$ cat config.mk
export PLATFORM = sky130hd
export DESIGN_NAME = sbic_queue
export DESIGN_NICKNAME = d
export VERILOG_FILES = /design/src/rtl/core/sbic_pkg.sv /design/src/rtl/core/sbic_queue.sv
export SDC_FILE = /design/constraint.sdc
export NUM_CORES = 1
export LEC_CHECK = 0
export BUFFER_PORTS_ARGS = -buffer_cell sky130_fd_sc_hd__buf_4
export CORE_MARGIN = 2
export CORE_UTILIZATION = 50
export DETAILED_ROUTE_END_ITERATION = 10
export GPL_TIMING_DRIVEN = 0
export HOLD_SLACK_MARGIN = 0.02
export PLACE_DENSITY = 0.71
export RECOVER_POWER = 25
export SETUP_SLACK_MARGIN = 0.02
export SKIP_LAST_GASP = 1
export SYNTH_ARGS = -nofsm -noshare
export SYNTH_HDL_FRONTEND = slang
export SYNTH_SLANG_ARGS = --single-unit
$ cat constraint.sdc
create_clock -name i_clk -period 3.04 [get_ports i_clk]
set_clock_uncertainty 0.2 [all_clocks]
set_input_delay 0.304 -clock i_clk [delete_from_list [all_inputs] [get_ports i_clk]]
set_output_delay 0.304 -clock i_clk [all_outputs]
set_load 0.1 [all_outputs]
$ cat src/rtl/core/sbic_pkg.sv
// Shared constants, command item type and opcode decode for the bytecode core.
package sbic_pkg;

    localparam int STACK_DEPTH = 256;
    localparam int SP_W        = $clog2(STACK_DEPTH + 1);
    localparam int SA_W        = $clog2(STACK_DEPTH);
    localparam int LOCAL_COUNT = 64;
    localparam int LA_W        = $clog2(LOCAL_COUNT);
    localparam int QUEUE_DEPTH = 4;
    localparam int QA_W        = $clog2(QUEUE_DEPTH);
    localparam int QC_W        = $clog2(QUEUE_DEPTH + 1);

    // bytecode opcodes
    localparam logic [7:0] OPC_NOP     = 8'h00;
    localparam logic [7:0] OPC_ACONST  = 8'h01;
    localparam logic [7:0] OPC_ICM1    = 8'h02;
    localparam logic [7:0] OPC_IC0     = 8'h03;
    localparam logic [7:0] OPC_IC1     = 8'h04;
    localparam logic [7:0] OPC_IC2     = 8'h05;
    localparam logic [7:0] OPC_IC3     = 8'h06;
    localparam logic [7:0] OPC_IC4     = 8'h07;
    localparam logic [7:0] OPC_IC5     = 8'h08;
    localparam logic [7:0] OPC_BIPUSH  = 8'h10;
    localparam logic [7:0] OPC_SIPUSH  = 8'h11;
    localparam logic [7:0] OPC_ILOAD   = 8'h15;
    localparam logic [7:0] OPC_ALOAD   = 8'h19;
    localparam logic [7:0] OPC_ILOAD0  = 8'h1a;
    localparam logic [7:0] OPC_ILOAD1  = 8'h1b;
    localparam logic [7:0] OPC_ILOAD2  = 8'h1c;
    localparam logic [7:0] OPC_ILOAD3  = 8'h1d;
    localparam logic [7:0] OPC_ALOAD0  = 8'h2a;
    localparam logic [7:0] OPC_ISTORE  = 8'h36;
    localparam logic [7:0] OPC_ASTORE  = 8'h3a;
    localparam logic [7:0] OPC_ISTORE0 = 8'h3b;
    localparam logic [7:0] OPC_ISTORE1 = 8'h3c;
    localparam logic [7:0] OPC_ISTORE2 = 8'h3d;
    localparam logic [7:0] OPC_ISTORE3 = 8'h3e;
    localparam logic [7:0] OPC_POP     = 8'h57;
    localparam logic [7:0] OPC_IADD    = 8'h60;
    localparam logic [7:0] OPC_ISUB    = 8'h64;
    localparam logic [7:0] OPC_IMUL    = 8'h68;
    localparam logic [7:0] OPC_IDIV    = 8'h6c;
    localparam logic [7:0] OPC_RETURN  = 8'hb1;

    // back-end commands
    localparam logic [3:0] CMD_NOP   = 4'd0;
    localparam logic [3:0] CMD_PUSH  = 4'd1;
    localparam logic [3:0] CMD_LOAD  = 4'd2;
    localparam logic [3:0] CMD_STORE = 4'd3;
    localparam logic [3:0] CMD_POP   = 4'd4;
    localparam logic [3:0] CMD_ADD   = 4'd5;
    localparam logic [3:0] CMD_SUB   = 4'd6;
    localparam logic [3:0] CMD_MUL   = 4'd7;
    localparam logic [3:0] CMD_DIV   = 4'd8;
    localparam logic [3:0] CMD_RET   = 4'd9;
    localparam logic [3:0] CMD_UNSUP = 4'd10;
    localparam logic [3:0] CMD_TRUNC = 4'd11;

    // result status codes
    localparam logic [2:0] ST_RETURNED  = 3'd0;
    localparam logic [2:0] ST_RAN_OFF   = 3'd1;
    localparam logic [2:0] ST_DIV_ZERO  = 3'd2;
    localparam logic [2:0] ST_UNDERFLOW = 3'd3;
    localparam logic [2:0] ST_OVERFLOW  = 3'd4;
    localparam logic [2:0] ST_BAD_LOCAL = 3'd5;
    localparam logic [2:0] ST_UNSUP     = 3'd6;
    localparam logic [2:0] ST_TRUNC     = 3'd7;

    typedef struct packed {
        logic [3:0]  op;
        logic [31:0] arg;
        logic        last;
    } t_cmd;

    typedef struct packed {
        logic        push;
        t_cmd        cmd;
    } t_push;

    // {unsupported, operand byte count}
    function automatic logic [2:0] classify(input logic [7:0] op);
        logic [2:0] res;
        res = 3'b000;
        case (op)
            OPC_BIPUSH, OPC_ILOAD, OPC_ALOAD, OPC_ISTORE, OPC_ASTORE: res = 3'b001;
            OPC_SIPUSH: res = 3'b010;
            OPC_NOP, OPC_ACONST, OPC_ICM1, OPC_IC0, OPC_IC1, OPC_IC2, OPC_IC3,
            OPC_IC4, OPC_IC5, OPC_ILOAD0, OPC_ILOAD1, OPC_ILOAD2, OPC_ILOAD3,
            OPC_ALOAD0, OPC_ISTORE0, OPC_ISTORE1, OPC_ISTORE2, OPC_ISTORE3,
            OPC_POP, OPC_IADD, OPC_ISUB, OPC_IMUL, OPC_IDIV, OPC_RETURN: res = 3'b000;
            default: res = 3'b100;
        endcase
        return res;
    endfunction

    // opcode plus gathered operand bytes to a back-end command (last left clear)
    function automatic t_cmd decode(input logic [7:0] op, input logic [15:0] g);
        t_cmd c;
        c.op   = CMD_UNSUP;
        c.arg  = '0;
        c.last = 1'b0;
        case (op)
            OPC_NOP:    c.op = CMD_NOP;
            OPC_ACONST: c.op = CMD_PUSH;
            OPC_ICM1, OPC_IC0, OPC_IC1, OPC_IC2, OPC_IC3, OPC_IC4, OPC_IC5: begin
                c.op  = CMD_PUSH;
                c.arg = {24'd0, op} - 32'd3;
            end
            OPC_BIPUSH: begin
                c.op  = CMD_PUSH;
                c.arg = {{24{g[7]}}, g[7:0]};
            end
            OPC_SIPUSH: begin
                c.op  = CMD_PUSH;
                c.arg = {{16{g[15]}}, g};
            end
            OPC_ILOAD, OPC_ALOAD: begin
                c.op  = CMD_LOAD;
                c.arg = {24'd0, g[7:0]};
            end
            OPC_ILOAD0, OPC_ILOAD1, OPC_ILOAD2, OPC_ILOAD3: begin
                c.op  = CMD_LOAD;
                c.arg = {24'd0, op - OPC_ILOAD0};
            end
            OPC_ALOAD0: c.op = CMD_LOAD;
            OPC_ISTORE, OPC_ASTORE: begin
                c.op  = CMD_STORE;
                c.arg = {24'd0, g[7:0]};
            end
            OPC_ISTORE0, OPC_ISTORE1, OPC_ISTORE2, OPC_ISTORE3: begin
                c.op  = CMD_STORE;
                c.arg = {24'd0, op - OPC_ISTORE0};
            end
            OPC_POP:    c.op = CMD_POP;
            OPC_IADD:   c.op = CMD_ADD;
            OPC_ISUB:   c.op = CMD_SUB;
            OPC_IMUL:   c.op = CMD_MUL;
            OPC_IDIV:   c.op = CMD_DIV;
            OPC_RETURN: c.op = CMD_RET;
            default:    c.op = CMD_UNSUP;
        endcase
        return c;
    endfunction

endpackage

$ cat src/rtl/core/sbic_queue.sv
// Short command queue between front and back ends.
module sbic_queue import sbic_pkg::*; (
    input  logic            i_clk,
    input  logic            i_rst_n,
    input  t_push           i_push,
    input  logic            i_pop,
    output logic            o_full,
    output logic            o_nonempty,
    output logic [QC_W-1:0] o_count,
    output t_cmd            o_cmd
);

    t_cmd            r_mem [QUEUE_DEPTH];
    logic [QA_W-1:0] r_wr;
    logic [QA_W-1:0] r_rd;
    logic [QC_W-1:0] r_count;

    assign o_full     = r_count == QC_W'(QUEUE_DEPTH);
    assign o_nonempty = r_count != '0;
    assign o_count    = r_count;
    assign o_cmd      = r_mem[r_rd];

    always_ff @(posedge i_clk) begin
        if (!i_rst_n) begin
            r_wr    <= '0;
            r_rd    <= '0;
            r_count <= '0;
        end else begin
            if (i_push.push) begin
                r_mem[r_wr] <= i_push.cmd;
                r_wr        <= r_wr + QA_W'(1);
            end
            if (i_pop) begin
                r_rd <= r_rd + QA_W'(1);
            end
            case ({i_push.push, i_pop})
                2'b10:   r_count <= r_count + QC_W'(1);
                2'b01:   r_count <= r_count - QC_W'(1);
                default: r_count <= r_count;
            endcase
        end
    end

endmodule

==> impl_metrics.csv, run 1 <==
group,metric,value,unit
worst_setup_path,worstPathRequired,2.54,ns
synthesis,synth_seq_cells,157,
clocking,clkTransAtPathRegs,0.06,ns
status,status,"complete, no violations",
final_layout,areaGrowthSynthToFinish,31.0,%
global_route,grt_pass1_wl,15800,microns
global_route,overflow,0,
place,detailed_place_hpwl,6100,microns
sta,drv_slew,0,
place,dp_cells,465,
final_layout,antennaDiodeCount,0,
worst_setup_path,crit_arrival,1.93,ns
drt,drc,0,
die,coreArea,11400,sq um
sta,fin_crit,2.43,ns
clocking,root_buffer,"clkbuf_16",
sta,setup_viol,0,
synthesis,ys_seq_area_share,79.2,%
pwr,peakVddDrop,436,uV
final_layout,final_layout_size_suffix_gt1_share,34.9,%
worst_setup_path,setup.worst_path.end_class,"output port",
global_route,antenna_found_initial,0,
drt,drt_first_iter_violations,119,
pwr,power,0.00567,W
worst_setup_path,crit_type,"flip-flop to output port",
drt,dr.pass1.iters,4,
sta,rsz0062_at_grt,"no",
die,die_y,112,microns
final_layout,instances_no_fill,535,
sta,timing.final.ws_setup,0.606,ns
drt,viasPerCell,5.25,
pwr,swShare,27.6,%
worst_setup_path,cp_max_fo,10,
clocking,clockBufferDepth,2,
sta,fmax,411,MHz
die,dieArea,12600,sq um
sta,hold_viol_final,0,
worst_setup_path,start_kind,"flip-flop",
global_route,track_usage,17.1,%
clocking,cts_buffers,17,
drt,wl,10000,microns
synthesis,ys_types,23,
pwr,power_frac_comb,18.3,%
clocking,cts_htree_levels,4,
final_layout,final_util,67.0,%
synthesis,syn_area_per_cell,24.8,sq um
global_route,grt_pass1_vias,3036,
sta,relSlewSlack,77.2,%
die,rows,39,
die,io_pins,83,
sta,worst_slew_pin_slew,0.342,ns
synthesis,synthCells,236,
synthesis,synthesis.nets,283,
drt,postRouteAntennaNets,0,
die,start_util,51.2,%
synthesis,synth.cell_area,5840,sq um
final_layout,nets,426,
clocking,clk_latency,0.41,ns
place,pre_cts_slack,1.02,ns
drt,wl_per_cell,18.7,microns
pwr,p_int,0.00411,W
pwr,power_switching,0.00157,W
pwr,pwr-share-seq,43.4,%
job,drv_cap,0,
die,die_w,112,microns
pwr,p_per_area,742,nW/um^2
place,routabilityCongestion,0.648,
sta,post-route-period-util,80.1,%
clocking,cts_tree,"built",
worst_hold_path,min_path_type,"input port to flip-flop",
sta,finalSetupTns,0,ns
place,io_buffers,82,
drt,vias,2807,
synthesis,yosys_warnings,0,
pwr,p_leak,2.64,nW
pwr,clockPowerShare,38.3,%
global_route,grt_max_degree,32,
clocking,cts.sinks,157,
critical path, stage by stage (launching register included):
cell and delay, ns:
dfxtp_1 0.31, clkbuf_2 0.25, buf_2 0.33, mux4_2 0.38, buf_4 0.25
routing by layer:
metal | vias to the layer above | track usage, % | part of all wire, %
li1 | 1286 | - | -
met3 | 8 | 5.56 | 4.8
met2 | 79 | 28.8 | 52
met1 | 1434 | 21.3 | 42
met4 | 0 | 5.77 | 1.0
met5 | - | 0 | 0
cell usage after synthesis:
cell / n / area [sq um]
nand2_1: 1 / 3.75
xor2_1: 2 / 17.5
ha_1: 5 / 62.6
mux2i_1: 2 / 20.0
a21boi_0: 1 / 7.51
mux4_1: 7 / 184
inv_1: 3 / 11.3
buf_12: 3 / 60.1
and3_1: 4 / 25.0
xnor2_1: 3 / 26.3
nor3b_1: 1 / 7.51
mux4_2: 30 / 676
o21ai_0: 1 / 5.00
buf_2: 3 / 15.0
fa_1: 1 / 20.0
nor2b_1: 2 / 12.5
clkbuf_1: 1 / 3.75
or3_1: 2 / 12.5
edfxtp_1: 148 / 4440
clkbuf_2: 1 / 5.00
and2_1: 5 / 31.3
buf_6: 1 / 11.3
dfxtp_1: 9 / 180
placed cells by master, fill, tap and decap left out, drive strengths merged:
master,synthesis,final
nor2b,2,2
fa,1,1
inv,3,4
dlygate4sd3,0,38
clkinvlp,0,2
mux2i,2,2
a21boi,1,1
xor2,2,2
or3,2,2
clkinv,0,7
dfxtp,9,9
ha,5,5
buf,7,72
bufinv,0,4
o21ai,1,1
xnor2,3,3
edfxtp,148,148
clkbuf,2,41
and2,5,5
and3,4,4
mux4,37,37
nor3b,1,1
nand2,1,1
per-stage QoR:
| stage | area, sq um | hold slack (ns) |
|---|---|---|
| after global placement | 6640 | 0.304 |
| after floorplan | 5850 | 0.203 |
| after detailed placement | 6730 | 0.307 |
| after CTS | 7730 | 0.0486 |
| after global routing | 7650 | 0.0626 |
| final | 7650 | 0.0606 |
flip-flops by register name, summed over array words and instances, names as in the netlist, named ones only:
name and flops:
r_mem 148, o_count 3, r_rd 2, r_wr 2
cells by family (layout without fill, tap and decap cells):
group / after synthesis / count (layout) / synth area share [%]
compound gates: 2 / 2 / 0.214
xor+xnor: 5 / 5 / 0.750
fa+ha+maj: 6 / 6 / 1.41
buf+inv: 12 / 168 / 1.82
flops: 157 / 157 / 79.2
mux: 39 / 39 / 15.1
simple gates: 15 / 15 / 1.58
cell type report:
class                   count  area [sq um]
clock buffers              18           429
clock inverters            14           194
inverters                   3          11.3
fillers                   767          3770
well taps                 143           179
multi-input cells          67          1120
flip-flops and latches    157          4620
plain buffers               9          95.1
repair buffers            124           997
power groups by stage:
stage          registers (W)  clock network [W]  logic, W
2_1_floorplan        0.00255                  0  0.000748
3_3_place_gp         0.00251                  0   0.00100
3_5_place_dp         0.00251                  0   0.00102
4_1_cts              0.00246            0.00221   0.00106
5_1_grt              0.00247            0.00232   0.00108
6_report             0.00246            0.00217   0.00104
timing repair:
item	in CTS	in global routing
gates resized for setup	0	0
hold endpoints to repair	149	0
buffers inserted	0	0
hold buffers	38	0
setup endpoints to repair	0	0
worst paths after layout:
check                                start           end  slack [ns]  depth (start not counted)
worst max-delay path             flip-flop     o_cmd[12]        0.61                          4
worst min-delay path                 i_pop     flip-flop        0.06                          3
worst max register to register     r_wr[0]  r_mem[2][12]        1.29                          4
worst min register to register  o_count[2]    o_count[2]        0.35                          2
Power figures use the tool's default switching activity.
==> run 2, diff against run 1 <==
clock period = 2.3 ns   (was 3.04 ns; I/O delays follow)
==> run 2 against run 1 <==
  * Die area unchanged
  * Sequential share of layout area down 1.6 points
  * Via count up 1.8%
  * Register-to-register slack worse by 0.88 ns
  * Clock power up 12%
  * Non-clock buffer count up 5
  * Hold slack better by 0.063 ns
  * Global-route usage up 0.27 points
  * Power up 27%
  * Critical path depth unchanged
  * Setup slack worse by 0.57 ns
  * Clock-buffer cell count up 3
  * Critical path type unchanged
  * Largest cell class unchanged
==> impl_metrics.csv, run 2 (same netlist as run 1, synthesis figures left out) <==
group,metric,value,unit
sta,worst_slew_pin_slew,0.476,ns
job,drv_cap,0,
die,die_w,112,microns
drt,drt_first_iter_violations,135,
pwr,peakVddDrop,626,uV
clocking,cts_htree_levels,4,
sta,post-route-period-util,98.4,%
final_layout,seqCellArea,4630,sq um
die,dieArea,12600,sq um
die,io_pins,83,
drt,wl,10500,microns
pwr,swShare,28.2,%
drt,dr.pass1.iters,4,
pwr,power_frac_comb,21.1,%
final_layout,largest_reg_flops,148,
global_route,grt_max_degree,25,
worst_setup_path,cp_cell_sequence,"buf_12 > clkbuf_16 > mux4_2 > buf_6",
sta,relSlewSlack,68.2,%
sta,setup_viol,0,
clocking,clkTransAtPathRegs,0.06,ns
worst_setup_path,crit_type,"flip-flop to output port",
worst_setup_path,cp_max_fo,8,
sta,finalSetupTns,0,ns
drt,vias,2857,
clocking,cts_tree,"built",
pwr,pwr-share-seq,45.1,%
pwr,p_int,0.00519,W
global_route,overflow,0,
pwr,power_switching,0.00204,W
worst_setup_path,start_kind,"flip-flop",
clocking,cts_buffers,17,
clocking,root_buffer,"clkbuf_16",
die,die_y,112,microns
worst_hold_path,min_path_type,"input port to flip-flop",
status,status,"complete, no violations",
sta,fmax,442,MHz
worst_setup_path,slowest_stage,"mux4_2",
final_layout,final_cell_mix,"edfxtp_1 (148), dlygate4sd3_1 (39), mux4_2 (30)",
final_layout,final_layout_size_suffix_gt1_share,34.3,%
clocking,clk_latency,0.41,ns
worst_setup_path,setup.worst_path.end_class,"output port",
global_route,antenna_found_initial,0,
sta,rsz0062_at_grt,"yes",
pwr,p_leak,2.72,nW
final_layout,multi_input_area,1130,sq um
place,routabilityCongestion,0.674,
worst_setup_path,worstPathRequired,1.87,ns
final_layout,antennaDiodeCount,0,
worst_setup_path,max_stage_delay,0.52,ns
place,io_buffers,82,
worst_setup_path,crit_arrival,1.83,ns
sta,whs,0.123,ns
sta,fin_crit,2.26,ns
final_layout,largest-register,"r_mem",
global_route,grt_pass1_wl,16000,microns
pwr,p_per_area,919,nW/um^2
die,rows,39,
die,start_util,51.2,%
sta,drv_slew,0,
global_route,grt_pass1_vias,3066,
worst_hold_path,min_from,"i_rst_n",
final_layout,nets,431,
pwr,power,0.00722,W
drt,viasPerCell,5.29,
global_route,track_usage,17.4,%
drt,postRouteAntennaNets,0,
final_layout,areaGrowthSynthToFinish,34.5,%
place,detailed_place_hpwl,6140,microns
clocking,cts.sinks,157,
sta,hold_viol_final,0,
die,coreArea,11400,sq um
final_layout,fill_cells,753,
drt,drc,0,
worst_setup_path,r2r-start,"r_wr[0]",
final_layout,final_common_cell,"edfxtp_1",
pwr,clockPowerShare,33.8,%
drt,wl_per_cell,19.4,microns
clocking,clockBufferDepth,2,
run 2: layout make-up:
| class | count | area share [%] |
|---|---|---|
| flip-flops and latches | 157 | 58.9 |
| repair buffers | 129 | 16.4 |
| multi-input cells | 67 | 14.3 |
| clock buffers | 21 | 5.61 |
| well taps | 143 | 2.28 |
| plain buffers | 9 | 1.42 |
| clock inverters | 11 | 0.971 |
| inverters | 3 | 0.143 |
run 2: metrics by stage:
stage	std cells	worst slack (ns)	instance area (sq um)	utilization (%)
after floorplan	236	-0.00802	5850	-
after global placement	461	-0.587	6650	58.2
after detailed placement	465	0.348	6730	59.0
after CTS	537	0.0108	7770	68.1
after global routing	540	-0.0156	7860	68.8
final	540	0.0378	7860	68.8
run 2: power groups by stage:
stage | clock (W) | combinational, W | sequential [W]
floorplan | 0 | 0.000991 | 0.00337
global placement | 0 | 0.00133 | 0.00332
detailed placement | 0 | 0.00136 | 0.00332
CTS | 0.00248 | 0.00147 | 0.00326
global route | 0.00262 | 0.00158 | 0.00327
finish | 0.00244 | 0.00153 | 0.00326
run 2: layer usage:
layer | track usage, % | share of wire [%] | vias up
met3 | 6.05 | 4.7 | 12
met1 | 22.2 | 43 | 1463
met2 | 28.5 | 51 | 91
met4 | 5.61 | 1.1 | 0
met5 | 0 | 0 | -
li1 | - | - | 1291
run 2: repair_timing:
| action | CTS | global route |
|---|---|---|
| hold buffers | 39 | 0 |
| cloned | 1 | 3 |
| pin swaps | 0 | 0 |
| endpoints found under the setup margin | 30 | 31 |
| setup buffers | 0 | 0 |
| endpoints found under the hold margin | 152 | 0 |
| gates resized for setup | 28 | 24 |
run 2: critical path: cells and delay by family (launching register included):
kind / cells / cell delay, ns
buffers and inverters: 3 / 0.53
DFF: 1 / 0.36
muxes: 1 / 0.52
run 2: final timing paths:
kind	end	slack, ns	cells after the start
max	o_cmd[0]	0.04	4
max reg2reg	r_mem[2][14]	0.41	4
min	o_count[2]	0.12	3
min reg2reg	o_count[2]	0.32	2
