<file path="config.mk">
export PLATFORM = sky130hd
export DESIGN_NAME = sbic_front
export DESIGN_NICKNAME = d
export VERILOG_FILES = /design/src/rtl/core/sbic_pkg.sv /design/src/rtl/core/sbic_front.sv
export SDC_FILE = /design/constraint.sdc
export NUM_CORES = 1
export LEC_CHECK = 0
export BUFFER_PORTS_ARGS = -buffer_cell sky130_fd_sc_hd__buf_2
export CAP_MARGIN = 20
export CORE_UTILIZATION = 45
export DETAILED_ROUTE_END_ITERATION = 16
export GPL_TIMING_DRIVEN = 0
export PLACE_DENSITY_LB_ADDON = 0.3
export SKIP_LAST_GASP = 1
export SLEW_MARGIN = 0
export SYNTH_ARGS = -nofsm -noshare
export SYNTH_HDL_FRONTEND = slang
export SYNTH_SLANG_ARGS = --single-unit
</file>
<file path="constraint.sdc">
create_clock -name i_clk -period 2.89 [get_ports i_clk]
set_input_delay 0.1445 -clock i_clk [delete_from_list [all_inputs] [get_ports i_clk]]
set_output_delay 0.1445 -clock i_clk [all_outputs]
set_load 0.02 [all_outputs]
</file>
<file path="src/rtl/core/sbic_pkg.sv">
// Shared constants, command item type and opcode decode for the bytecode core.
package sbic_pkg;

    localparam int STACK_DEPTH = 256;
    localparam int SP_W        = $clog2(STACK_DEPTH + 1);
    localparam int SA_W        = $clog2(STACK_DEPTH);
    localparam int LOCAL_COUNT = 64;
    localparam int LA_W        = $clog2(LOCAL_COUNT);
    localparam int QUEUE_DEPTH = 4;
    localparam int QA_W        = $clog2(QUEUE_DEPTH);
    localparam int QC_W        = $clog2(QUEUE_DEPTH + 1);

    // bytecode opcodes
    localparam logic [7:0] OPC_NOP     = 8'h00;
    localparam logic [7:0] OPC_ACONST  = 8'h01;
    localparam logic [7:0] OPC_ICM1    = 8'h02;
    localparam logic [7:0] OPC_IC0     = 8'h03;
    localparam logic [7:0] OPC_IC1     = 8'h04;
    localparam logic [7:0] OPC_IC2     = 8'h05;
    localparam logic [7:0] OPC_IC3     = 8'h06;
    localparam logic [7:0] OPC_IC4     = 8'h07;
    localparam logic [7:0] OPC_IC5     = 8'h08;
    localparam logic [7:0] OPC_BIPUSH  = 8'h10;
    localparam logic [7:0] OPC_SIPUSH  = 8'h11;
    localparam logic [7:0] OPC_ILOAD   = 8'h15;
    localparam logic [7:0] OPC_ALOAD   = 8'h19;
    localparam logic [7:0] OPC_ILOAD0  = 8'h1a;
    localparam logic [7:0] OPC_ILOAD1  = 8'h1b;
    localparam logic [7:0] OPC_ILOAD2  = 8'h1c;
    localparam logic [7:0] OPC_ILOAD3  = 8'h1d;
    localparam logic [7:0] OPC_ALOAD0  = 8'h2a;
    localparam logic [7:0] OPC_ISTORE  = 8'h36;
    localparam logic [7:0] OPC_ASTORE  = 8'h3a;
    localparam logic [7:0] OPC_ISTORE0 = 8'h3b;
    localparam logic [7:0] OPC_ISTORE1 = 8'h3c;
    localparam logic [7:0] OPC_ISTORE2 = 8'h3d;
    localparam logic [7:0] OPC_ISTORE3 = 8'h3e;
    localparam logic [7:0] OPC_POP     = 8'h57;
    localparam logic [7:0] OPC_IADD    = 8'h60;
    localparam logic [7:0] OPC_ISUB    = 8'h64;
    localparam logic [7:0] OPC_IMUL    = 8'h68;
    localparam logic [7:0] OPC_IDIV    = 8'h6c;
    localparam logic [7:0] OPC_RETURN  = 8'hb1;

    // back-end commands
    localparam logic [3:0] CMD_NOP   = 4'd0;
    localparam logic [3:0] CMD_PUSH  = 4'd1;
    localparam logic [3:0] CMD_LOAD  = 4'd2;
    localparam logic [3:0] CMD_STORE = 4'd3;
    localparam logic [3:0] CMD_POP   = 4'd4;
    localparam logic [3:0] CMD_ADD   = 4'd5;
    localparam logic [3:0] CMD_SUB   = 4'd6;
    localparam logic [3:0] CMD_MUL   = 4'd7;
    localparam logic [3:0] CMD_DIV   = 4'd8;
    localparam logic [3:0] CMD_RET   = 4'd9;
    localparam logic [3:0] CMD_UNSUP = 4'd10;
    localparam logic [3:0] CMD_TRUNC = 4'd11;

    // result status codes
    localparam logic [2:0] ST_RETURNED  = 3'd0;
    localparam logic [2:0] ST_RAN_OFF   = 3'd1;
    localparam logic [2:0] ST_DIV_ZERO  = 3'd2;
    localparam logic [2:0] ST_UNDERFLOW = 3'd3;
    localparam logic [2:0] ST_OVERFLOW  = 3'd4;
    localparam logic [2:0] ST_BAD_LOCAL = 3'd5;
    localparam logic [2:0] ST_UNSUP     = 3'd6;
    localparam logic [2:0] ST_TRUNC     = 3'd7;

    typedef struct packed {
        logic [3:0]  op;
        logic [31:0] arg;
        logic        last;
    } t_cmd;

    typedef struct packed {
        logic        push;
        t_cmd        cmd;
    } t_push;

    // {unsupported, operand byte count}
    function automatic logic [2:0] classify(input logic [7:0] op);
        logic [2:0] res;
        res = 3'b000;
        case (op)
            OPC_BIPUSH, OPC_ILOAD, OPC_ALOAD, OPC_ISTORE, OPC_ASTORE: res = 3'b001;
            OPC_SIPUSH: res = 3'b010;
            OPC_NOP, OPC_ACONST, OPC_ICM1, OPC_IC0, OPC_IC1, OPC_IC2, OPC_IC3,
            OPC_IC4, OPC_IC5, OPC_ILOAD0, OPC_ILOAD1, OPC_ILOAD2, OPC_ILOAD3,
            OPC_ALOAD0, OPC_ISTORE0, OPC_ISTORE1, OPC_ISTORE2, OPC_ISTORE3,
            OPC_POP, OPC_IADD, OPC_ISUB, OPC_IMUL, OPC_IDIV, OPC_RETURN: res = 3'b000;
            default: res = 3'b100;
        endcase
        return res;
    endfunction

    // opcode plus gathered operand bytes to a back-end command (last left clear)
    function automatic t_cmd decode(input logic [7:0] op, input logic [15:0] g);
        t_cmd c;
        c.op   = CMD_UNSUP;
        c.arg  = '0;
        c.last = 1'b0;
        case (op)
            OPC_NOP:    c.op = CMD_NOP;
            OPC_ACONST: c.op = CMD_PUSH;
            OPC_ICM1, OPC_IC0, OPC_IC1, OPC_IC2, OPC_IC3, OPC_IC4, OPC_IC5: begin
                c.op  = CMD_PUSH;
                c.arg = {24'd0, op} - 32'd3;
            end
            OPC_BIPUSH: begin
                c.op  = CMD_PUSH;
                c.arg = {{24{g[7]}}, g[7:0]};
            end
            OPC_SIPUSH: begin
                c.op  = CMD_PUSH;
                c.arg = {{16{g[15]}}, g};
            end
            OPC_ILOAD, OPC_ALOAD: begin
                c.op  = CMD_LOAD;
                c.arg = {24'd0, g[7:0]};
            end
            OPC_ILOAD0, OPC_ILOAD1, OPC_ILOAD2, OPC_ILOAD3: begin
                c.op  = CMD_LOAD;
                c.arg = {24'd0, op - OPC_ILOAD0};
            end
            OPC_ALOAD0: c.op = CMD_LOAD;
            OPC_ISTORE, OPC_ASTORE: begin
                c.op  = CMD_STORE;
                c.arg = {24'd0, g[7:0]};
            end
            OPC_ISTORE0, OPC_ISTORE1, OPC_ISTORE2, OPC_ISTORE3: begin
                c.op  = CMD_STORE;
                c.arg = {24'd0, op - OPC_ISTORE0};
            end
            OPC_POP:    c.op = CMD_POP;
            OPC_IADD:   c.op = CMD_ADD;
            OPC_ISUB:   c.op = CMD_SUB;
            OPC_IMUL:   c.op = CMD_MUL;
            OPC_IDIV:   c.op = CMD_DIV;
            OPC_RETURN: c.op = CMD_RET;
            default:    c.op = CMD_UNSUP;
        endcase
        return c;
    endfunction

endpackage

</file>
<file path="src/rtl/core/sbic_front.sv">
// Front end: takes code bytes, gathers inline operands, emits decoded commands.
module sbic_front import sbic_pkg::*; (
    input  logic       i_clk,
    input  logic       i_rst_n,
    input  logic       i_valid,
    input  logic       i_full,
    input  logic [7:0] i_code_byte,
    input  logic       i_last_byte,
    output t_push      o_push
);

    logic [1:0]  r_left;
    logic [1:0]  n_left;
    logic [7:0]  r_op;
    logic [15:0] r_gather;
    logic [15:0] w_gather;
    logic [2:0]  w_class;
    logic        w_take;

    assign w_take   = i_valid && !i_full;
    assign w_class  = classify(i_code_byte);
    assign w_gather = {r_gather[7:0], i_code_byte};

    always_comb begin
        o_push.push     = 1'b0;
        o_push.cmd      = decode(i_code_byte, 16'd0);
        o_push.cmd.last = i_last_byte;
        n_left          = r_left;
        if (r_left != 2'd0) begin
            n_left = r_left - 2'd1;
            if (n_left != 2'd0) begin
                o_push.push   = i_last_byte;
                o_push.cmd.op = CMD_TRUNC;
            end else begin
                o_push.push     = 1'b1;
                o_push.cmd      = decode(r_op, w_gather);
                o_push.cmd.last = i_last_byte;
            end
        end else if (w_class[2]) begin
            o_push.push   = 1'b1;
            o_push.cmd.op = CMD_UNSUP;
        end else if (w_class[1:0] != 2'd0) begin
            n_left        = w_class[1:0];
            o_push.push   = i_last_byte;
            o_push.cmd.op = CMD_TRUNC;
        end else begin
            o_push.push = 1'b1;
        end
        o_push.push = o_push.push && w_take;
        if (i_last_byte) begin
            n_left = 2'd0;
        end
    end

    always_ff @(posedge i_clk) begin
        if (!i_rst_n) begin
            r_left <= 2'd0;
        end else if (w_take) begin
            r_left <= n_left;
            if (r_left == 2'd0) begin
                r_op     <= i_code_byte;
                r_gather <= 16'd0;
            end else begin
                r_gather <= w_gather;
            end
        end
    end

endmodule

</file>
==> impl_metrics.tcl, run 1 <==
set metrics [dict create \
    synth_seq_cells 18 \
    fp.dieH_um 74.21 \
    holdBufCountCts 0 \
    synth_area_mm2 0.002346 \
    timing.slew.headroom_pct 59.25 \
    final_hold_viol_count 0 \
    cp_data_arrival_time_ns 2.67 \
    setup_viol 0 \
    p_leak_nw 1.324 \
    cts_max_path_buffers 2 \
    min_period_ns 2.810 \
    place_area_mm2 0.002680 \
    final_core_utilization_pct 57.67 \
    power_density_mw_per_mm2 230.8 \
    startpoint "r_op[4]" \
    finClkSkew_ns 0.0009354 \
    cp.required_ns 2.75 \
    clock-sinks 18 \
    total_power_mw 0.6494 \
    vias 2537 \
    regToRegEndpoint "r_left[1]" \
    synthAdderAreaFrac_pct 6.400 \
    async_flop_share_pct 0 \
    synth_compound_area_share_pct 28.11 \
    yosysMostFrequentCell "nand2_1" \
    antenna_found_initial 0 \
    portBuffers 50 \
    finalWeightedCongestion 0.9537 \
    final_area_mm2 0.002814 \
    via_per_inst 5.832 \
    tightest_slew_ns 0.6090 \
    worstSetupStartpointType "flop" \
    rsz0062_at_grt "true" \
    grt.overflow.total 0 \
    rows 25 \
    clk_pin_slew_worst_paths_ns 0.07 \
    min_path_type "input port to flop" \
    synthFlopType "edfxtp_1" \
    end_kind "output pin" \
    die_width_um 74.21 \
    rr_startpoint "r_left[0]" \
    grt_pass1_vias 2297 \
    h-tree-depth 1 \
    rr_worst_depth 4 \
    maxCapViolCount 0 \
    fillers 494 \
    drc 0 \
    wl_per_cell_um 16.19 \
    synth_common_cells "nand2_1, nor2_1, a21oi_1" \
    diodes 0 \
    numCtsBuffers 3 \
    status "finished, final reports clean" \
    whs_ns 0.1256 \
    synthXorXnorAreaFrac_pct 2.240 \
    root_buffer "clkbuf_8" \
    syn_avg_cell_area_um2 7.592 \
    ir_worst_vdd_mv 0.2226 \
    synth_edf_count 16 \
    drt-pass1-iter-count 5 \
    synth-simple-area-share_pct 29.76 \
    detail-route-antenna-nets 0 \
    max_freq_mhz 355.9 \
    track_usage_pct 26.71 \
    crit_path_max_fanout 17 \
    min_period_over_period_pct 97.22 \
    synth.area.top_cells "edfxtp_1, ha_1, nand2_1" \
    initial_core_util_pct 48.08 \
    synth_top_cell_by_area "edfxtp_1" \
    r2r_slack_ns 0.96 \
    yosysUniqueCellTypes 63 \
    worstSkewPairLatency_ns 0.25 \
    area_growth_syn_to_layout_pct 19.95 \
    dr.first_iter.drc_count 234 \
    nets 394 \
    path_class "flop to output pin" \
    synthMuxAreaShare_pct 0.4267 \
    ys_warn_count 0 \
    grt_max_degree 18 \
    core-area_mm2 0.004880 \
    syn_nets 334 \
    grt_pass1_wl_um 11250 \
    multi_input_area_mm2 0.001603 \
    synth_top_family_by_area "simple AND/OR/NAND/NOR gates" \
    cts_tree "built" \
    synth-seq-area-share_pct 22.19 \
    die_area_mm2 0.005506 \
    wirelength_um 7041 \
    dp_hpwl_um 5230 \
    ioPinCount 51 \
    seq_area_um2 520.5 \
    netlist_instances 309 \
    drive_above_1_share_pct 27.99 \
    crit_end "o_push[21]" \
    yosysTopAreaCellShare_pct 20.48 \
    finalMaxSlewViolations 0 \
]
flip-flops by register name (all words and copies together), names as in the netlist:
register / flops
r_op: 8
r_gather: 8
r_left: 2
placed cells by master, fill, tap and decap left out, types with 7 or more instances in the layout:
cell / instances
a21o_1: 9
a21oi_1: 22
and3_1: 7
buf_2: 56
buf_4: 23
clkbuf_1: 11
edfxtp_1: 16
ha_1: 11
inv_1: 12
nand2_1: 35
nor2_1: 25
nor2b_1: 11
nor3_1: 10
o21ai_0: 13
critical path: stages (launching register included):
cell,delay (ns)
edfxtp_1,0.37
buf_2,0.18
or4_1,0.58
a221o_1,0.38
nor2_1,0.22
o21ai_2,0.10
nand2_1,0.10
a21o_4,0.21
buf_4,0.12
buf_2,0.15
cells by family after synthesis:
kind of cell	after synthesis
flip-flops	18
AND/OR/NAND/NOR	128
XOR/XNOR	6
adder cells (fa/ha/maj)	12
AO/OA/AOI/OAI	95
multiplexers	1
buffers and inverters	49
how the worst min path moves through the flow:
stage / start / endpoint / slack [ns] / cells past startpoint
floorplan: i_code_byte[0] / r_op[0] / 0.24 / 0
global placement: i_code_byte[2] / r_op[2] / 0.39 / 1
detailed placement: i_code_byte[2] / r_op[2] / 0.38 / 1
CTS: i_code_byte[2] / r_op[2] / 0.12 / 1
global route: i_code_byte[2] / r_op[2] / 0.13 / 1
finish: i_code_byte[2] / r_op[2] / 0.13 / 1
where the power goes:
group | switching, mW | internal [mW]
Clock | 0.0838 | 0.121
Sequential | 0.00324 | 0.288
Combinational | 0.100 | 0.0530
per-stage QoR:
stage,instances,setup TNS (ns),setup WS (ns)
final,435,0,0.08035
after global routing,435,-0.1678,-0.01889
after CTS,433,0,0.04536
after detailed placement,426,-4.639,-0.2809
after global placement,426,-4.093,-0.2476
after floorplan,309,0,0.1692
final cells by class:
cell class              count  share of cell area [%]
inverters                  12                   1.601
clock buffers               4                   1.956
plain buffers              36                   7.514
well taps                  67                   2.979
multi-input cells         242                   56.96
flip-flops and latches     18                   18.50
repair buffers             56                   10.49
metal layers:
metal  vias up  track usage [%]  wire, um
li1       1247                -         -
met1      1186            35.67      3249
met2        94            45.86      3331
met3        10            4.065       378
met4         0            5.128        81
met5         -                0         0
timing repair:
| item | CTS | global route |
|---|---|---|
| pin swaps | 2 | 1 |
| buffers inserted | 3 | 3 |
| gates cloned | 0 | 0 |
| setup endpoints to repair | 24 | 30 |
| resized for setup | 6 | 6 |
Power figures use the tool's default switching activity.
==> run 2: changes to the inputs <==
--- a/config.mk
+++ b/config.mk
@@ -11,6 +11,7 @@
 export DETAILED_ROUTE_END_ITERATION = 16
 export GPL_TIMING_DRIVEN = 0
 export PLACE_DENSITY_LB_ADDON = 0.3
+export SETUP_SLACK_MARGIN = 0.2
 export SKIP_LAST_GASP = 1
 export SLEW_MARGIN = 0
 export SYNTH_ARGS = -nofsm -noshare
==> constraint.sdc (replaced) <==
create_clock -name i_clk -period 3.46 [get_ports i_clk]
set_input_delay 0.173 -clock i_clk [delete_from_list [all_inputs] [get_ports i_clk]]
set_output_delay 0.173 -clock i_clk [all_outputs]
set_load 0.02 [all_outputs]
==> impl_metrics.tcl, run 2 (synthesized netlist as in run 1, its figures left out) <==
set metrics [dict create \
    dr.first_iter.drc_count 262 \
    cts_tree "built" \
    worst-path-buf-inv 4 \
    final_hold_viol_count 0 \
    worstSetupStartpointType "flop" \
    root_buffer "clkbuf_8" \
    cp.depth 9 \
    end_kind "output pin" \
    initial_core_util_pct 48.08 \
    wl_per_cell_um 16.08 \
    ir_worst_vdd_mv 0.1870 \
    cts_max_path_buffers 2 \
    final_cell_mix "buf_2, nand2_1, nor2_1" \
    rr_worst_depth 4 \
    finClkSkew_ns 0.0008611 \
    clock-sinks 18 \
    portBuffers 50 \
    clk_pin_slew_worst_paths_ns 0.07 \
    mostFrequentLayoutCell "buf_2" \
    reg_top3 "r_gather: 8 flops, r_op: 8 flops, r_left: 2 flops" \
    critPathSlowestCell "or4b_1" \
    ioPinCount 51 \
    min_period_ns 3.028 \
    p_leak_nw 1.303 \
    path_class "flop to output pin" \
    dp_hpwl_um 5230 \
    detail-route-antenna-nets 0 \
    crit_family "compound AO/OA/AOI/OAI gates" \
    rsz0062_at_grt "false" \
    cp_common_cell "buf_2" \
    worstPathCellList "clkbuf_1 > or4b_1 > buf_2 > o22ai_2 > nor2_1 > a21oi_4 > a21o_4 > buf_4 > buf_2" \
    power_density_mw_per_mm2 194.6 \
    final_core_utilization_pct 56.77 \
    drt-pass1-iter-count 5 \
    maxCapViolCount 0 \
    min_path_type "input port to flop" \
    hold_path_depth 1 \
    max_freq_mhz 330.3 \
    drc 0 \
    track_usage_pct 26.28 \
    setup_viol 0 \
    tightest_slew_ns 0.7706 \
    fp.dieH_um 74.21 \
    fillers 496 \
    die_area_mm2 0.005506 \
    final_area_mm2 0.002770 \
    die_width_um 74.21 \
    cp.required_ns 3.29 \
    fin_tns_setup_ns 0 \
    status "finished, final reports clean" \
    cp_slowest_stage_delay_ns 0.49 \
    pre_cts_ws_ns 0.2606 \
    holdBufCountCts 0 \
    cp_data_arrival_time_ns 2.85 \
    h-tree-depth 1 \
    wirelength_um 6948 \
    startpoint "r_op[6]" \
    core-area_mm2 0.004880 \
    min_period_over_period_pct 87.50 \
    grt.overflow.total 0 \
    layout_setup_ws_ns 0.4325 \
    finalMaxSlewViolations 0 \
    place_area_mm2 0.002680 \
    grt_max_degree 18 \
    grt_pass1_wl_um 11060 \
    nets 391 \
    rows 25 \
    hp-start "i_code_byte[2]" \
    vias 2512 \
    finalWeightedCongestion 0.9537 \
    rr_startpoint "r_left[1]" \
    numCtsBuffers 3 \
    crit_path_max_fanout 17 \
    drive_above_1_share_pct 26.30 \
    diodes 0 \
    antenna_found_initial 0 \
    area_growth_syn_to_layout_pct 18.08 \
    worstSkewPairLatency_ns 0.25 \
    grt_pass1_vias 2259 \
    timing.slew.headroom_pct 48.20 \
    via_per_inst 5.815 \
]
## run 2: final timing paths
kind	slack (ns)	to
worst max-delay path	0.43	o_push[21]
worst min-delay path	0.16	r_op[2]
worst max register to register	1.52	r_left[1]
worst min register to register	0.54	r_left[0]
## run 2: area by class of cell
type | instances | area [um^2] | share of cell area (%)
well taps | 67 | 83.83 | 3.026
flip-flops and latches | 18 | 520.5 | 18.79
plain buffers | 37 | 211.5 | 7.633
multi-input cells | 242 | 1589 | 57.36
clock buffers | 4 | 55.05 | 1.987
repair buffers | 52 | 265.3 | 9.575
inverters | 12 | 45.04 | 1.626
## run 2: per-stage QoR
stage | std cells | power, mW | hold WS [ns]
2_1_floorplan | 309 | 0.3286 | 0.2719
3_3_place_gp | 426 | 0.3687 | 0.4147
3_5_place_dp | 426 | 0.3700 | 0.4114
4_1_cts | 430 | 0.5386 | 0.1500
5_1_grt | 432 | 0.5628 | 0.1597
6_report | 432 | 0.5391 | 0.1601
## run 2: timing repair
action,in CTS,in global routing
gates resized for setup,2,3
pin swaps,0,1
setup buffers,0,2
gates cloned,0,0
endpoints found under the setup margin,17,17
## run 2: power breakdown
group	switching, mW	internal (mW)	leakage [nW]	total (mW)
registers	0.00251	0.241	0.166	0.243
clock network	0.0695	0.101	0.0288	0.171
logic	0.0825	0.0427	1.11	0.125
total	0.155	0.385	1.30	0.539
## run 2: layer usage
| metal | track usage (%) | wire (um) | vias up |
|---|---|---|---|
| met5 | 0 | 0 | - |
| met2 | 44.75 | 3244 | 87 |
| met3 | 4.065 | 419 | 10 |
| met1 | 35.34 | 3202 | 1177 |
| li1 | - | - | 1238 |
| met4 | 5.128 | 81 | 0 |
==> run 3: changes to the inputs <==
--- a/config.mk
+++ b/config.mk
@@ -10,7 +10,7 @@
 export CORE_UTILIZATION = 45
 export DETAILED_ROUTE_END_ITERATION = 16
 export GPL_TIMING_DRIVEN = 0
-export PLACE_DENSITY_LB_ADDON = 0.3
+export PLACE_DENSITY = 0.7
 export SETUP_SLACK_MARGIN = 0.2
 export SKIP_LAST_GASP = 1
 export SLEW_MARGIN = 0
==> impl_metrics.tcl, run 3 (synthesized netlist as in run 1, its figures left out) <==
set metrics [dict create \
    status "finished, final reports clean" \
    drc 0 \
    cts_max_path_buffers 2 \
    portBuffers 50 \
    cp_data_arrival_time_ns 2.83 \
    min_period_over_period_pct 86.78 \
    cp_slowest_stage_delay_ns 0.61 \
    min_path_type "input port to flop" \
    grt_pass1_wl_um 10580 \
    root_buffer "clkbuf_8" \
    power_density_mw_per_mm2 194.5 \
    grt.overflow.total 0 \
    area_growth_syn_to_layout_pct 17.76 \
    path_class "flop to output pin" \
    die_width_um 74.21 \
    fin_tns_setup_ns 0 \
    wl_per_cell_um 15.86 \
    initial_core_util_pct 48.08 \
    final_hold_viol_count 0 \
    tightest_slew_ns 0.8130 \
    worstSkewPairLatency_ns 0.25 \
    dr.first_iter.drc_count 281 \
    dp_hpwl_um 5168 \
    fp.dieH_um 74.21 \
    cp.required_ns 3.29 \
    via_per_inst 5.875 \
    max_freq_mhz 333.0 \
    antenna_found_initial 0 \
    rows 25 \
    maxCapViolCount 0 \
    ioPinCount 51 \
    finClkSkew_ns 0.002600 \
    crit_path_max_fanout 17 \
    hold_path_depth 1 \
    h-tree-depth 1 \
    clk_pin_slew_worst_paths_ns 0.07 \
    grt_pass1_vias 2162 \
    final_cell_mix "buf_2, nand2_1, nor2_1" \
    final_area_mm2 0.002763 \
    fillers 474 \
    worstSetupStartpointType "flop" \
    p_leak_nw 1.297 \
    grt_max_degree 18 \
    wirelength_um 6834 \
    critPathSlowestCell "nor4_2" \
    finalMaxSlewViolations 0 \
    rr_worst_depth 4 \
    seq_area_um2 520.5 \
    dp_cells 426 \
    final_core_utilization_pct 56.62 \
    instances_no_fill 431 \
    worstPathCellList "clkbuf_1 > or4b_1 > buf_2 > nor4_2 > nand2_1 > nand2_1 > a21o_4 > buf_4 > buf_2" \
    rsz0062_at_grt "false" \
    reg_top3 "r_gather: 8 flops, r_op: 8 flops, r_left: 2 flops" \
    min_period_ns 3.003 \
    timing.slew.headroom_pct 45.35 \
    drt-pass1-iter-count 4 \
    mostFrequentLayoutCell "buf_2" \
    end_kind "output pin" \
    diodes 0 \
    multi_input_area_mm2 0.001589 \
    drive_above_1_share_pct 26.10 \
    track_usage_pct 24.61 \
    finalWeightedCongestion 0.9401 \
    place_area_mm2 0.002680 \
    clock-sinks 18 \
    core-area_mm2 0.004880 \
    die_area_mm2 0.005506 \
    vias 2532 \
    cts_tree "built" \
    numCtsBuffers 3 \
    nets 390 \
    detail-route-antenna-nets 0 \
    setup_viol 0 \
    ir_worst_vdd_mv 0.1509 \
]
## run 3: cell types whose count changed in the layout (fill, tap and decap cells not counted)
cell   before  now
buf_4      19   18
## run 3: path summary, 6_finish.rpt
path | startpoint | to | slack, ns
setup / recovery | r_op[6] | o_push[27] | 0.46
hold / removal | i_code_byte[6] | r_op[6] | 0.16
setup reg to reg | r_left[1] | r_left[1] | 1.58
hold reg to reg | r_left[0] | r_left[0] | 0.52
## run 3: layout make-up
type	count	share of cell area (%)
clock buffer	4	1.993
inverter	12	1.630
multi-input combinational	242	57.52
tap	67	3.034
buffer	37	7.654
timing repair buffer	51	9.330
sequential	18	18.84
## run 3: metrics by stage
step / setup slack [ns] / power, mW / hold WS (ns)
finish: 0.4574 / 0.5373 / 0.1626
global placement: 0.2823 / 0.3689 / 0.4151
detailed placement: 0.2649 / 0.3698 / 0.4141
global route: 0.2455 / 0.5586 / 0.1522
CTS: 0.2535 / 0.5354 / 0.1571
floorplan: 0.7107 / 0.3286 / 0.2719
## run 3: power breakdown
part           switching (mW)  internal (mW)
sequential            0.00252          0.241
combinational          0.0823         0.0428
clock                  0.0679          0.101
total                   0.153          0.385
## run 3: per-layer routing
| metal | up-vias | share of wire, % | GRT usage [%] |
|---|---|---|---|
| met2 | 100 | 47 | 40.30 |
| li1 | 1233 | - | - |
| met1 | 1193 | 46 | 34.89 |
| met5 | - | 0 | 0 |
| met3 | 6 | 6.0 | 3.252 |
| met4 | 0 | 0.66 | 4.487 |
## run 3: what timing repair did
item | in CTS | in global routing
pin swaps | 0 | 1
hold buffers | 0 | 0
gates cloned | 0 | 0
resized for setup | 2 | 3
buffers inserted | 0 | 1
setup endpoints to repair | 17 | 17
## run 3: critical path: cells and delay by family, from the launching register on
kind,cells,cell delay (ns)
and+or+nand+nor,4,1.32
DFF,1,0.37
AOI/OAI and AO/OA,1,0.21
buffers and inverters,4,0.66
